`src/rtl/svoe_pkg.sv`:
```
// Shared types, constants and phase helpers for the synth voice oscillator/envelope block.
package svoe_pkg;

	// Phase accumulator resolution (fraction bits of one turn)
	localparam int PHASE_BITS = 24;

	// Envelope and waveform constants
	localparam logic [23:0] ENV_FULL   = 24'd8388608;
	localparam logic [23:0] ENV_SILENT = 24'd839;
	localparam logic [16:0] COEF_ONE   = 17'd65536;
	localparam logic [15:0] PW_MIN     = 16'd3277;
	localparam logic [15:0] PW_MAX     = 16'd62259;
	localparam logic [15:0] SUB_MAX    = 16'd32768;
	localparam logic [16:0] VEL_MAX    = 17'd65536;

	// Triangle divider: one quotient bit per cycle
	localparam int DIV_STEPS = 17;
	localparam int DIV_CNT_W = $clog2(DIV_STEPS);

	// Command queue between front and back
	localparam int QUEUE_DEPTH = 2;
	localparam int QPTR_W      = $clog2(QUEUE_DEPTH);
	localparam int QCNT_W      = $clog2(QUEUE_DEPTH + 1);

	// Configuration register indexes
	localparam logic [1:0] CFG_ATTACK  = 2'd0;
	localparam logic [1:0] CFG_RELEASE = 2'd1;
	localparam logic [1:0] CFG_PW      = 2'd2;
	localparam logic [1:0] CFG_SUB     = 2'd3;

	typedef enum logic [1:0] {
		KIND_TICK     = 2'd0,
		KIND_NOTE_ON  = 2'd1,
		KIND_NOTE_OFF = 2'd2,
		KIND_UNUSED   = 2'd3
	} kind_t;

	typedef struct packed {
		kind_t       kind;
		logic [6:0]  note;
		logic [16:0] velocity;
		logic [22:0] phase_step;
	} cmd_t;

	typedef struct packed {
		logic        valid;
		logic [1:0]  index;
		logic [16:0] data;
	} cfg_wr_t;

	typedef enum logic [2:0] {
		ST_IDLE,
		ST_ENV_MUL,
		ST_ENV_APPLY,
		ST_GAIN_MUL,
		ST_DIV,
		ST_RESULT
	} state_t;

	// Rescale a Q0.24 increment to PHASE_BITS fraction bits
	function automatic logic [PHASE_BITS-1:0] scale_inc(input logic [23:0] inc24);
		logic [55:0] t;
		t = {inc24, 32'd0} >> (56 - PHASE_BITS);
		return t[PHASE_BITS-1:0];
	endfunction

	// Top 24 bits of a phase as a Q0.24 fraction
	function automatic logic [23:0] phase_top24(input logic [PHASE_BITS-1:0] ph);
		logic [55:0] t;
		t = (56'(ph) << 24) >> PHASE_BITS;
		return t[23:0];
	endfunction

endpackage

```
`src/rtl/svoe_front.sv`:
```
// Input stage: registers incoming transactions, drops unused kinds, saturates velocity.
module svoe_front (
	input  logic            clk,
	input  logic            arst_n,
	input  logic            in_valid,
	output logic            in_stall,
	input  logic [1:0]      kind,
	input  logic [6:0]      note,
	input  logic [16:0]     velocity,
	input  logic [22:0]     phase_step,
	output logic            push_valid,
	output svoe_pkg::cmd_t  push_data,
	input  logic            push_ready
);
	import svoe_pkg::*;

	logic valid_s1;
	cmd_t cmd_s1;
	logic drop;
	logic consume;
	logic accept;

	// Unused kinds are discarded here and never reach the queue
	assign drop       = (cmd_s1.kind == KIND_UNUSED);
	assign consume    = valid_s1 && (drop || push_ready);
	assign in_stall   = valid_s1 && !(drop || push_ready);
	assign accept     = in_valid && !in_stall;
	assign push_valid = valid_s1 && !drop;
	assign push_data  = cmd_s1;

	always_ff @(posedge clk or negedge arst_n) begin
		if (!arst_n) begin
			valid_s1 <= 1'b0;
		end else if (accept) begin
			valid_s1 <= 1'b1;
		end else if (consume) begin
			valid_s1 <= 1'b0;
		end
	end

	// Payload capture with velocity saturation
	always_ff @(posedge clk) begin
		if (accept) begin
			cmd_s1.kind       <= kind_t'(kind);
			cmd_s1.note       <= note;
			cmd_s1.velocity   <= (velocity > VEL_MAX) ? VEL_MAX : velocity;
			cmd_s1.phase_step <= phase_step;
		end
	end

endmodule

```
`src/rtl/svoe_fifo.sv`:
```
// Short command queue decoupling the input stage from the voice engine.
module svoe_fifo (
	input  logic            clk,
	input  logic            arst_n,
	input  logic            push_valid,
	input  svoe_pkg::cmd_t  push_data,
	output logic            push_ready,
	output logic            pop_valid,
	output svoe_pkg::cmd_t  pop_data,
	input  logic            pop_ready
);
	import svoe_pkg::*;

	cmd_t              mem_q [QUEUE_DEPTH];
	logic [QPTR_W-1:0] wr_ptr_q;
	logic [QPTR_W-1:0] rd_ptr_q;
	logic [QCNT_W-1:0] count_q;
	logic              do_push;
	logic              do_pop;

	assign push_ready = (count_q != QCNT_W'(QUEUE_DEPTH));
	assign pop_valid  = (count_q != '0);
	assign pop_data   = mem_q[rd_ptr_q];
	assign do_push    = push_valid && push_ready;
	assign do_pop     = pop_valid && pop_ready;

	// Pointers and occupancy
	always_ff @(posedge clk or negedge arst_n) begin
		if (!arst_n) begin
			wr_ptr_q <= '0;
			rd_ptr_q <= '0;
			count_q  <= '0;
		end else begin
			if (do_push) begin
				wr_ptr_q <= (wr_ptr_q == QPTR_W'(QUEUE_DEPTH - 1)) ? '0 : wr_ptr_q + 1'b1;
			end
			if (do_pop) begin
				rd_ptr_q <= (rd_ptr_q == QPTR_W'(QUEUE_DEPTH - 1)) ? '0 : rd_ptr_q + 1'b1;
			end
			if (do_push && !do_pop) begin
				count_q <= count_q + 1'b1;
			end else if (do_pop && !do_push) begin
				count_q <= count_q - 1'b1;
			end
		end
	end

	// Storage
	always_ff @(posedge clk) begin
		if (do_push) begin
			mem_q[wr_ptr_q] <= push_data;
		end
	end

endmodule

```
`src/rtl/svoe_back.sv`:
```
// Voice engine: note state, envelope step, phase accumulators, triangle divider, result register.
module svoe_back (
	input  logic                clk,
	input  logic                arst_n,
	input  svoe_pkg::cfg_wr_t   cfg,
	input  logic                cmd_valid,
	input  svoe_pkg::cmd_t      cmd,
	output logic                cmd_ready,
	output logic                out_valid,
	input  logic                out_stall,
	output logic signed [17:0]  mixed_sample,
	output logic [23:0]         gain,
	output logic                voice_active
);
	import svoe_pkg::*;

	// Configuration registers
	logic [16:0] attack_q;
	logic [16:0] release_q;
	logic [15:0] pw_q;
	logic [15:0] sub_q;

	// Voice state
	logic                  sounding_q;
	logic [6:0]            held_note_q;
	logic [16:0]           held_vel_q;
	logic [23:0]           env_level_q;
	logic                  env_rising_q;
	logic [PHASE_BITS-1:0] main_phase_q;
	logic [PHASE_BITS-1:0] half_phase_q;
	logic [22:0]           note_inc_q;

	// Sequencer and datapath registers
	state_t               state_q, state_d;
	logic                 env_up_q;
	logic [39:0]          prod_q;
	logic [40:0]          rem_q;
	logic [39:0]          dsh_q;
	logic [16:0]          quo_q;
	logic [DIV_CNT_W-1:0] cnt_q;
	logic                 falling_q;
	logic                 sub_neg_q;
	logic                 silent_q;

	// Output register
	logic               out_valid_q;
	logic signed [17:0] mixed_q;
	logic [23:0]        gain_q;
	logic               active_q;

	logic               env_up;
	logic [16:0]        coef_raw;
	logic [16:0]        coef;
	logic [23:0]        env_dist;
	logic [23:0]        move;
	logic [23:0]        lvl_new;
	logic               go_silent;
	logic [15:0]        pw_c;
	logic [23:0]        w;
	logic [23:0]        p;
	logic [23:0]        half_top;
	logic [23:0]        den_fall;
	logic [40:0]        num_rise;
	logic [40:0]        num_fall;
	logic [15:0]        sl;
	logic               ge;
	logic signed [17:0] tri_v;
	logic signed [17:0] sub_v;
	logic signed [17:0] mixed_v;
	logic [23:0]        gain_v;
	logic               out_load;

	// Envelope step terms
	assign env_up   = env_rising_q && (env_level_q < ENV_FULL);
	assign coef_raw = env_up ? attack_q : release_q;
	assign coef     = (coef_raw > COEF_ONE) ? COEF_ONE : coef_raw;
	assign env_dist = env_up ? (ENV_FULL - env_level_q) : (env_rising_q ? 24'd0 : env_level_q);
	assign move     = 24'((prod_q + 40'd65535) >> 16);
	assign lvl_new  = env_up_q ? (env_level_q + move) : (env_level_q - move);
	assign go_silent = (lvl_new < ENV_SILENT) && !env_rising_q;

	// Triangle divider operands
	assign pw_c     = (pw_q < PW_MIN) ? PW_MIN : ((pw_q > PW_MAX) ? PW_MAX : pw_q);
	assign w        = {pw_c, 8'd0};
	assign p        = phase_top24(main_phase_q);
	assign half_top = phase_top24(half_phase_q);
	assign den_fall = 24'(25'h1000000 - {1'b0, w});
	assign num_rise = {1'b0, p, 16'd0} + {18'd0, w[23:1]};
	assign num_fall = {1'b0, 24'(p - w), 16'd0} + {18'd0, den_fall[23:1]};
	assign ge       = (rem_q >= {1'b0, dsh_q});

	// Result assembly
	assign sl      = (sub_q > SUB_MAX) ? SUB_MAX : sub_q;
	assign tri_v   = falling_q ? (18'sd32768 - $signed({1'b0, quo_q}))
	                           : ($signed({1'b0, quo_q}) - 18'sd32768);
	assign sub_v   = sub_neg_q ? -$signed({2'b00, sl}) : $signed({2'b00, sl});
	assign mixed_v = tri_v + sub_v;
	assign gain_v  = 24'((prod_q + 40'd32768) >> 16);

	assign out_load     = (state_q == ST_RESULT) && (!out_valid_q || !out_stall);
	assign cmd_ready    = (state_q == ST_IDLE);
	assign out_valid    = out_valid_q;
	assign mixed_sample = mixed_q;
	assign gain         = gain_q;
	assign voice_active = active_q;

	// State register
	always_ff @(posedge clk or negedge arst_n) begin
		if (!arst_n) begin
			state_q <= ST_IDLE;
		end else begin
			state_q <= state_d;
		end
	end

	// Next state
	always_comb begin
		state_d = state_q;
		case (state_q)
			ST_IDLE: begin
				if (cmd_valid && (cmd.kind == KIND_TICK)) begin
					state_d = ST_ENV_MUL;
				end
			end
			ST_ENV_MUL: begin
				state_d = sounding_q ? ST_ENV_APPLY : ST_RESULT;
			end
			ST_ENV_APPLY: begin
				state_d = go_silent ? ST_RESULT : ST_GAIN_MUL;
			end
			ST_GAIN_MUL: begin
				state_d = ST_DIV;
			end
			ST_DIV: begin
				if (cnt_q == '0) begin
					state_d = ST_RESULT;
				end
			end
			ST_RESULT: begin
				if (out_load) begin
					state_d = ST_IDLE;
				end
			end
			default: begin
				state_d = ST_IDLE;
			end
		endcase
	end

	// Configuration writes
	always_ff @(posedge clk or negedge arst_n) begin
		if (!arst_n) begin
			attack_q  <= COEF_ONE;
			release_q <= COEF_ONE;
			pw_q      <= 16'd32768;
			sub_q     <= 16'd0;
		end else if (cfg.valid) begin
			case (cfg.index)
				CFG_ATTACK:  attack_q  <= cfg.data;
				CFG_RELEASE: release_q <= cfg.data;
				CFG_PW:      pw_q      <= cfg.data[15:0];
				CFG_SUB:     sub_q     <= cfg.data[15:0];
				default: ;
			endcase
		end
	end

	// Voice state and sequencer datapath
	always_ff @(posedge clk or negedge arst_n) begin
		if (!arst_n) begin
			sounding_q   <= 1'b0;
			held_note_q  <= '0;
			held_vel_q   <= '0;
			env_level_q  <= '0;
			env_rising_q <= 1'b0;
			main_phase_q <= '0;
			half_phase_q <= '0;
			note_inc_q   <= '0;
			silent_q     <= 1'b0;
		end else begin
			case (state_q)
				ST_IDLE: begin
					if (cmd_valid) begin
						case (cmd.kind)
							KIND_NOTE_ON: begin
								sounding_q   <= 1'b1;
								held_note_q  <= cmd.note;
								held_vel_q   <= cmd.velocity;
								env_level_q  <= '0;
								env_rising_q <= 1'b1;
								main_phase_q <= '0;
								half_phase_q <= '0;
								note_inc_q   <= cmd.phase_step;
							end
							KIND_NOTE_OFF: begin
								if (sounding_q && (cmd.note == held_note_q)) begin
									env_rising_q <= 1'b0;
								end
							end
							default: ;
						endcase
					end
				end
				ST_ENV_MUL: begin
					silent_q <= !sounding_q;
				end
				ST_ENV_APPLY: begin
					env_level_q <= lvl_new;
					if (go_silent) begin
						sounding_q <= 1'b0;
						silent_q   <= 1'b1;
					end else begin
						main_phase_q <= main_phase_q + scale_inc({1'b0, note_inc_q});
						half_phase_q <= half_phase_q + scale_inc({2'b00, note_inc_q[22:1]});
					end
				end
				default: ;
			endcase
		end
	end

	// Multiplier and restoring divider, one quotient bit per cycle
	always_ff @(posedge clk) begin
		case (state_q)
			ST_ENV_MUL: begin
				prod_q   <= 40'(env_dist) * 40'(coef);
				env_up_q <= env_up;
			end
			ST_GAIN_MUL: begin
				prod_q    <= 40'(env_level_q) * 40'(held_vel_q);
				falling_q <= !(p < w);
				rem_q     <= (p < w) ? num_rise : num_fall;
				dsh_q     <= (p < w) ? {w, 16'd0} : {den_fall, 16'd0};
				quo_q     <= '0;
				cnt_q     <= DIV_CNT_W'(DIV_STEPS - 1);
				sub_neg_q <= half_top[23];
			end
			ST_DIV: begin
				if (ge) begin
					rem_q <= rem_q - {1'b0, dsh_q};
				end
				quo_q <= {quo_q[15:0], ge};
				dsh_q <= dsh_q >> 1;
				cnt_q <= cnt_q - 1'b1;
			end
			default: ;
		endcase
	end

	// Output register
	always_ff @(posedge clk or negedge arst_n) begin
		if (!arst_n) begin
			out_valid_q <= 1'b0;
		end else if (out_load) begin
			out_valid_q <= 1'b1;
		end else if (!out_stall) begin
			out_valid_q <= 1'b0;
		end
	end

	always_ff @(posedge clk) begin
		if (out_load) begin
			mixed_q  <= silent_q ? 18'sd0 : mixed_v;
			gain_q   <= silent_q ? 24'd0 : gain_v;
			active_q <= !silent_q;
		end
	end

`ifndef SYNTHESIS
	a_env_range: assert property (@(posedge clk) disable iff (!arst_n)
		env_level_q <= ENV_FULL)
		else $error("envelope level above full scale");

	a_silent_zero: assert property (@(posedge clk) disable iff (!arst_n)
		(out_valid_q && !active_q) |-> (mixed_q == 18'sd0 && gain_q == 24'd0))
		else $error("inactive result carries nonzero payload");

	a_div_count: assert property (@(posedge clk) disable iff (!arst_n)
		(state_q == ST_DIV) |-> (cnt_q <= DIV_CNT_W'(DIV_STEPS - 1)))
		else $error("divider step count out of range");

	a_quo_bound: assert property (@(posedge clk) disable iff (!arst_n)
		(state_q == ST_RESULT && !silent_q) |-> (quo_q <= 17'd65536))
		else $error("triangle quotient exceeds full scale");
`endif

endmodule

```
`src/rtl/synth_voice_osc_envelope.sv`:
```
// Top level of the synth voice: input stage, command queue and voice engine.
// A sounding tick passes the input register, the queue and the engine states idle (queue pop),
// envelope multiply and apply, gain multiply, triangle divider, result, then the output register.
// The engine takes a command only when idle; a sounding tick holds it busy until its result loads.
// Input is accepted while the engine works, until the two-entry queue and input stage fill.
// Reset (arst_n low, asynchronous) silences the voice, empties the queue and
// restores register defaults; no clearing pass is needed.
module synth_voice_osc_envelope (
	input  logic               clk,
	input  logic               arst_n,
	input  logic               in_valid,
	output logic               in_stall,
	input  logic [1:0]         kind,
	input  logic [6:0]         note,
	input  logic [16:0]        velocity,
	input  logic [22:0]        phase_step,
	output logic               out_valid,
	input  logic               out_stall,
	output logic signed [17:0] mixed_sample,
	output logic [23:0]        gain,
	output logic               voice_active,
	input  logic               cfg_valid,
	output logic               cfg_ready,
	input  logic [1:0]         cfg_index,
	input  logic [16:0]        cfg_data
);
	import svoe_pkg::*;

	cmd_t    push_data;
	cmd_t    pop_data;
	logic    push_valid;
	logic    push_ready;
	logic    pop_valid;
	logic    pop_ready;
	cfg_wr_t cfg;

	// Register writes are always taken
	assign cfg_ready = 1'b1;
	assign cfg.valid = cfg_valid;
	assign cfg.index = cfg_index;
	assign cfg.data  = cfg_data;

	svoe_front u_front (
		.clk        (clk),
		.arst_n     (arst_n),
		.in_valid   (in_valid),
		.in_stall   (in_stall),
		.kind       (kind),
		.note       (note),
		.velocity   (velocity),
		.phase_step (phase_step),
		.push_valid (push_valid),
		.push_data  (push_data),
		.push_ready (push_ready)
	);

	svoe_fifo u_fifo (
		.clk        (clk),
		.arst_n     (arst_n),
		.push_valid (push_valid),
		.push_data  (push_data),
		.push_ready (push_ready),
		.pop_valid  (pop_valid),
		.pop_data   (pop_data),
		.pop_ready  (pop_ready)
	);

	svoe_back u_back (
		.clk          (clk),
		.arst_n       (arst_n),
		.cfg          (cfg),
		.cmd_valid    (pop_valid),
		.cmd          (pop_data),
		.cmd_ready    (pop_ready),
		.out_valid    (out_valid),
		.out_stall    (out_stall),
		.mixed_sample (mixed_sample),
		.gain         (gain),
		.voice_active (voice_active)
	);

endmodule
```
`config.mk`:
```
export PLATFORM = sky130hd
export DESIGN_NAME = synth_voice_osc_envelope
export DESIGN_NICKNAME = d
export VERILOG_FILES = /design/src/rtl/svoe_pkg.sv /design/src/rtl/svoe_front.sv /design/src/rtl/svoe_fifo.sv /design/src/rtl/svoe_back.sv /design/src/rtl/synth_voice_osc_envelope.sv
export SDC_FILE = /design/constraint.sdc
export NUM_CORES = 2
export LEC_CHECK = 0
export BUFFER_PORTS_ARGS = -buffer_cell sky130_fd_sc_hd__buf_2
export CORE_ASPECT_RATIO = 1.5
export CORE_MARGIN = 4
export CORE_UTILIZATION = 55
export CTS_CLUSTER_DIAMETER = 100
export DETAILED_ROUTE_END_ITERATION = 6
export PLACE_DENSITY = 0.7
export SYNTH_ARGS = -nofsm -noshare
export SYNTH_HDL_FRONTEND = slang
export SYNTH_HIERARCHICAL = 1
export SYNTH_SLANG_ARGS = --single-unit
```
`constraint.sdc`:
```
create_clock -name clk -period 25.5 [get_ports clk]
set_clock_uncertainty 0.1 [all_clocks]
set_input_delay 6.375 -clock clk [delete_from_list [all_inputs] [get_ports clk]]
set_output_delay 6.375 -clock clk [all_outputs]
set_load 0.03 [all_outputs]
```
# ---- Word-level counts from Yosys, hierarchy flattened
# Memories as Yosys holds them, arrays and structs flattened.
# Index checks and enable logic that the tools add are counted.
dict set report op_classes {
  n_mux 49
  multipliers 2
  n_eq_ne 23
  add_sub_neg 21
  reduce_logical 50
  magnitude_cmp 9
}
# operator count
set op_table {}
lappend op_table {{two-way mux 24 bit} 7}
lappend op_table {{one-hot mux 40 bit (2 select lines)} 2}
lappend op_table {{one-hot mux 24 bit (2 select lines)} 3}
lappend op_table {{adder 40 x 23 -> 41 bit} 2}
lappend op_table {{two-way mux 41 bit} 2}
lappend op_table {{one-hot mux 41 bit (2 select lines)} 1}
lappend op_table {{adder 40 x 16 -> 40 bit, second input constant} 2}
lappend op_table {{multiplier 24 x 17 -> 40 bit} 2}
lappend op_table {{two-way mux 16 bit} 3}
lappend op_table {{subtractor 24 bit} 2}
lappend op_table {{>= comparator 41 x 40 -> 1 bit} 1}
lappend op_table {{subtractor 41 x 40 -> 41 bit} 1}
lappend op_table {{two-way mux 40 bit} 1}
lappend op_table {{two-way mux 18 bit} 2}
lappend op_table {{greater-than comparator 17 bit, second input constant} 2}
lappend op_table {{two-way mux 17 bit} 2}
lappend op_table {{one-hot mux 17 bit (2 select lines)} 1}
lappend op_table {{greater-than comparator 16 bit, second input constant} 2}
lappend op_table {{adder 24 x 22 -> 24 bit} 1}
lappend op_table {{adder 24 x 23 -> 24 bit} 1}
lappend op_table {{adder 24 bit} 1}
lappend op_table {{less-than comparator 24 x 10 -> 1 bit, second input constant} 1}
lappend op_table {{less-than comparator 24 bit} 1}
lappend op_table {{less-than comparator 24 bit, second input constant} 1}
lappend op_table {{35 further kinds} 110}
dict set report totals {
  word_cells 189
  mem_count 1
  out_inout_bits 46
  ramBits 98
  regBits 435
}
# memory depth word_bits read_ports rd_ports_with_merged_regs wr line
set mem_list {}
lappend mem_list {u_fifo.mem_q 2 49 1 0 1 svoe_fifo.sv:14} ;# cmd_t mem_q [QUEUE_DEPTH];

# ---- Depth between registers and ports, before layout
dict set report depth {
  depth_word 8
  depth_mapped 36
}

# ---- Hierarchy
# The synthesis kept the hierarchy.
# module area_per_inst_um2 cells_each n_inst
set by_module_without_submodules {}
lappend by_module_without_submodules {svoe_back 52008.6 5813 1}
lappend by_module_without_submodules {svoe_fifo 3983.8 171 1}
lappend by_module_without_submodules {svoe_front 1727.9 77 1}
lappend by_module_without_submodules {synth_voice_osc_envelope 11.3 2 1}

# ---- Worst setup path before layout
# No wires, ideal clock.
dict set report synth_path {
  kind {input to register}
  from {input port in_valid}
  to {register u_front.cmd_s1, in the netlist u_front/push_data[0], enable pin}
  path_stages 1
  setup_slack_ns 16.391
  t_required_ns 24.939
  arrival_time_ns 8.549
  cell_sequence {nor2b_1}
}
dict set report synth_between {
  elab_chain_len 1
}
# item line
set synth_rtl {}
lappend synth_rtl {{from (decl)} synth_voice_osc_envelope.sv:11} ;# input logic in_valid,
lappend synth_rtl {{logical AND 1 bit} svoe_front.sv:27} ;# assign accept = in_valid && !in_stall;
lappend synth_rtl {{to (decl)} svoe_front.sv:18} ;# cmd_t cmd_s1;
# No other way between the ends.
# A chain may end at the register's enable or synchronous reset.

# ---- Worst setup path in the final report
dict set report layout_path {
  from {register u_back.env_level_q[23]}
  to {register u_back.prod_q[39] (data pin)}
}
dict set report layout_between {
  elab_chain_len 7
  elab_cells_between_ends 11
  cone_classes {add/sub (1); mul (2); order compare (2); mux (5); reduce/logical (1)}
}
# item line
set layout_rtl {}
lappend layout_rtl {{from (decl)} svoe_back.sv:27} ;# logic [23:0] env_level_q;
lappend layout_rtl {{from (signal assigned)} svoe_back.sv:208} ;# env_level_q <= lvl_new;
lappend layout_rtl {{less-than comparator 24 bit} svoe_back.sv:74} ;# assign env_up = env_rising_q && (env_level_q < ENV_FULL);
lappend layout_rtl {{logical AND 1 bit} svoe_back.sv:74}
lappend layout_rtl {{two-way mux 17 bit} svoe_back.sv:75} ;# assign coef_raw = env_up ? attack_q : release_q;
lappend layout_rtl {{greater-than comparator 17 bit} svoe_back.sv:76} ;# assign coef = (coef_raw > COEF_ONE) ? COEF_ONE : coef_raw;
lappend layout_rtl {{two-way mux 17 bit} svoe_back.sv:76}
lappend layout_rtl {{multiplier 24 x 17 -> 40 bit} svoe_back.sv:226} ;# prod_q <= 40'(env_dist) * 40'(coef);
lappend layout_rtl {{one-hot mux 40 bit (2 select lines) (*)} svoe_back.sv:224} ;# case (state_q)
lappend layout_rtl {{to (signal assigned)} svoe_back.sv:226}
lappend layout_rtl {{to (signal assigned)} svoe_back.sv:230} ;# prod_q <= 40'(env_level_q) * 40'(held_vel_q);
lappend layout_rtl {{to (decl)} svoe_back.sv:36} ;# logic [39:0] prod_q;
# Every way passes the cells marked *; elsewhere a longest branch is shown, timed or not.

==> key figures <==
STA
  – Unrepaired setup endpoints after global routing: false
  – Max-Slew Margin vs Limit: 7.30%
  – Slew Viols, Final: 0
  – Final Hold Vio Count: 0
  – Setup Viol. Count Final: 0
  – F_max: 0.0974 GHz
  – Setup TNS: 0 ns
  – Worst-Margin Slew: 1.39 ns
  – Fin crit share: 40.3%
  – Post-layout minimum cycle time: 10.27 ns

Critical path
  – Worst setup startpoint: u_back/env_level_q[23]
  – Launch point of the worst reg-to-reg path: u_back/env_level_q[23]
  – Worst Setup Path Type: flip-flop to flip-flop
  – Worst endpoint data arrival time: 10.50 ns
  – Crit-path max cell delay: 0.95 ns
  – Critical Path RT: 25.73 ns
  – Critical Path End Type: flip-flop
  – Setup crit start kind: flip-flop
  – Worst-path maximum fanout: 48
  – Critical path's slowest cell: nor2_1

Logic synthesis
  – Area leader, netlist: fa_1
  – Fraction of the mapped netlist area in simple logic gates: 14.8%
  – Post-synth EDFFs: 336
  – Post-synth top area share: 23.0%
  – Cell variety after synth: 95
  – Largest family of logic cells by synthesized area: adder cells
  – Post-Syn Instances: 6063
  – Syn avg cell area: 9.52 sq um
  – Number of synthesized register bits: 533
  – Synth Area in XOR/XNOR: 5.05%
  – Compound-Gate Fraction of Synth Area: 10.6%
  – Prevailing post-synth register cell: edfxtp_1
  – Mux cell area share after synthesis: 4.23%
  – Synth async-reset ratio: 37.0%
  – Synth area leaders: fa_1 (23%), edfxtp_1 (17%), ha_1 (8.4%)
  – Yosys warning count: 6
  – Syn Std Cell Area: 0.0577 sq mm
  – Fraction of the yosys area taken by sequential cells: 26.0%
  – Adder-cell share of the synthesized area: 31.5%
  – Post-synthesis net count: 7189

Floorplanning
  – I/O pin count: 119
  – Chip height: 405 um
  – Die area: 0.110 sq mm
  – Std-Cell Core Area: 0.104 sq mm
  – # rows: 145
  – Chip width: 273 um
  – Initial core utilization: 55.4%

Global route
  – Met3 usage: 3.26%
  – Antenna violations before repair: 1
  – M1 GR Usage: 32.7%
  – Vias in the first global route: 46.3k
  – Largest net degree at the start of global routing: 89
  – Total congestion overflow: 0
  – First-pass GRT wire length: 253000 um
  – All-Layer GR Usage: 29.4%
  – Busiest grt layer: met2
  – Met2 global-route usage: 53.0%

Clocking
  – Post-CTS Setup Bufs: 0
  – Clk sinks: 533
  – Htree depth: 2
  – CTS-repair resized insts: 0
  – Clock slew at the register clock pins of the worst setup and hold paths: 0.07 ns
  – Worst-Skew Late Latency: 0.65 ns
  – Root Buffer: clkbuf_16
  – Inserted Clock Buffers: 54
  – Post-CTS Hold Buffers: 0
  – CTS tree: built
  – Max clock buf depth: 3

Routing
  – Vias: 44.1k
  – Initial DRT Pass Iterations: 7
  – Initial DRC Count: 3046
  – Via density per instance: 5.87
  – Routed WL: 161000 um
  – Final antenna-violating net count: 0
  – WL/cell: 21.4 um
  – Residual DRC: 2

Place
  – # port buffers: 117
  – Dpl hpwl: 124000 um
  – Final Wtd Congestion: 0.970

Finish
  – Area growth, synth to finish: 6.82%
  – Share of cells above drive strength 1: 9.10%
  – Commonest non-fill, non-tap cells in the layout: inv_1 (908), nand2_1 (788), fa_1 (664)
  – Most common cell after layout, fill and taps aside: inv_1
  – Final #Nets: 7198

Status
  – Status: complete, but fails checks
  – Failing checks: design-rule violations

Hold path
  – Hold WC Path Type: flip-flop to flip-flop
  – Hold Startpoint: u_front/push_data[12]

Flow run
  – Maximum Capacitance Violations: 0
==> final cells by class <==
cell class | instances | area (sq um)
inverters | 910 | 3420
fillers | 9091 | 42500
well taps | 1396 | 1750
diodes | 1 | 2.50
flip-flops and latches | 533 | 15000
multi-input cells | 4358 | 38200
clock buffers | 63 | 1450
clock inverters | 39 | 465
repair buffers | 215 | 1330
==> flip-flops by register name (all words and copies together), names as in the netlist, 16 cells and up <==
signal,count
u_back/note_inc_q,23
u_front/push_data,49
u_back/half_phase_q,24
u_back/sub_q,16
u_back/mixed_sample,18
u_back/main_phase_q,24
u_fifo/mem_q,98
u_back/release_q,17
u_back/prod_q,40
u_back/held_vel_q,17
u_back/pw_q,16
u_back/quo_q,17
u_back/attack_q,17
u_back/rem_q,41
u_back/env_level_q,24
u_back/gain,24
u_back/dsh_q,40
==> critical path: cells and delay by family (launching register included) <==
kind / cells / cell delay, ns
compound gates: 6 / 2.13
fa+ha+maj: 7 / 3.53
buf+inv: 9 / 1.49
flops: 1 / 0.34
mux: 1 / 0.73
simple gates: 7 / 1.65
==> final timing paths <==
| kind | end | slack, ns | depth (start not counted) |
|---|---|---|---|
| worst max-delay path | u_back/prod_q[39] | 15.23 | 30 |
| worst min register to register | u_fifo/mem_q[0][12] | 0.33 | 0 |
| worst min-delay path | u_fifo/mem_q[0][12] | 0.33 | 0 |
| max in group asynchronous | u_back/release_q[13] | 18.15 | 2 |
| min in group asynchronous | u_back/held_vel_q[8] | 5.64 | 1 |
| worst max register to register | u_back/prod_q[39] | 15.23 | 30 |
==> synthesized netlist by cell type, types with 30 or more instances <==
cell and count:
and2_1 182, o22ai_1 33, a21o_1 117, o21ai_0 192, xnor2_1 215, fa_1 664
nand2b_1 43, nor3_1 94, mux2i_1 40, mux2_4 49, ha_1 389, edfxtp_1 336
a21oi_1 244, mux2_2 115, nor2_1 383, nand2_1 790, o21bai_1 30, inv_1 908
nand3_1 76, dfrtp_1 194, a22o_1 33, nand4_1 33, nor2b_1 57, or3_1 36
clkbuf_1 225, xor2_1 118, o21a_1 38
==> layer usage <==
metal	wire length (um)	vias to the layer above
li1	-	19900
met4	13000	0
met2	82400	1621
met5	0	-
met3	8750	605
met1	56700	21900
==> stage by stage <==
step	std cells	setup WS [ns]	cell area [sq um]	hold slack, ns	utilization, %
6_report	7515	15.23	61700	0.334	59.2
5_1_grt	7514	14.55	61700	0.346	59.2
4_1_cts	7514	15.31	61700	0.340	59.2
3_5_place_dp	7412	15.32	59800	0.330	57.4
3_3_place_gp	7412	15.61	59800	0.322	57.4
2_1_floorplan	6063	16.39	57700	0.321	-
==> logic make-up after synthesis <==
| family | after synthesis |
|---|---|
| AND/OR/NAND/NOR | 1836 |
| buffers and inverters | 1172 |
| adder cells (fa/ha/maj) | 1053 |
| AO/OA/AOI/OAI | 930 |
| flip-flops | 533 |
| XOR/XNOR | 333 |
| multiplexers | 205 |
| other | 1 |
Power is left out: the tool's default activity adds up to more than one toggle a clock period on the data nets, which glitch-free logic cannot reach.
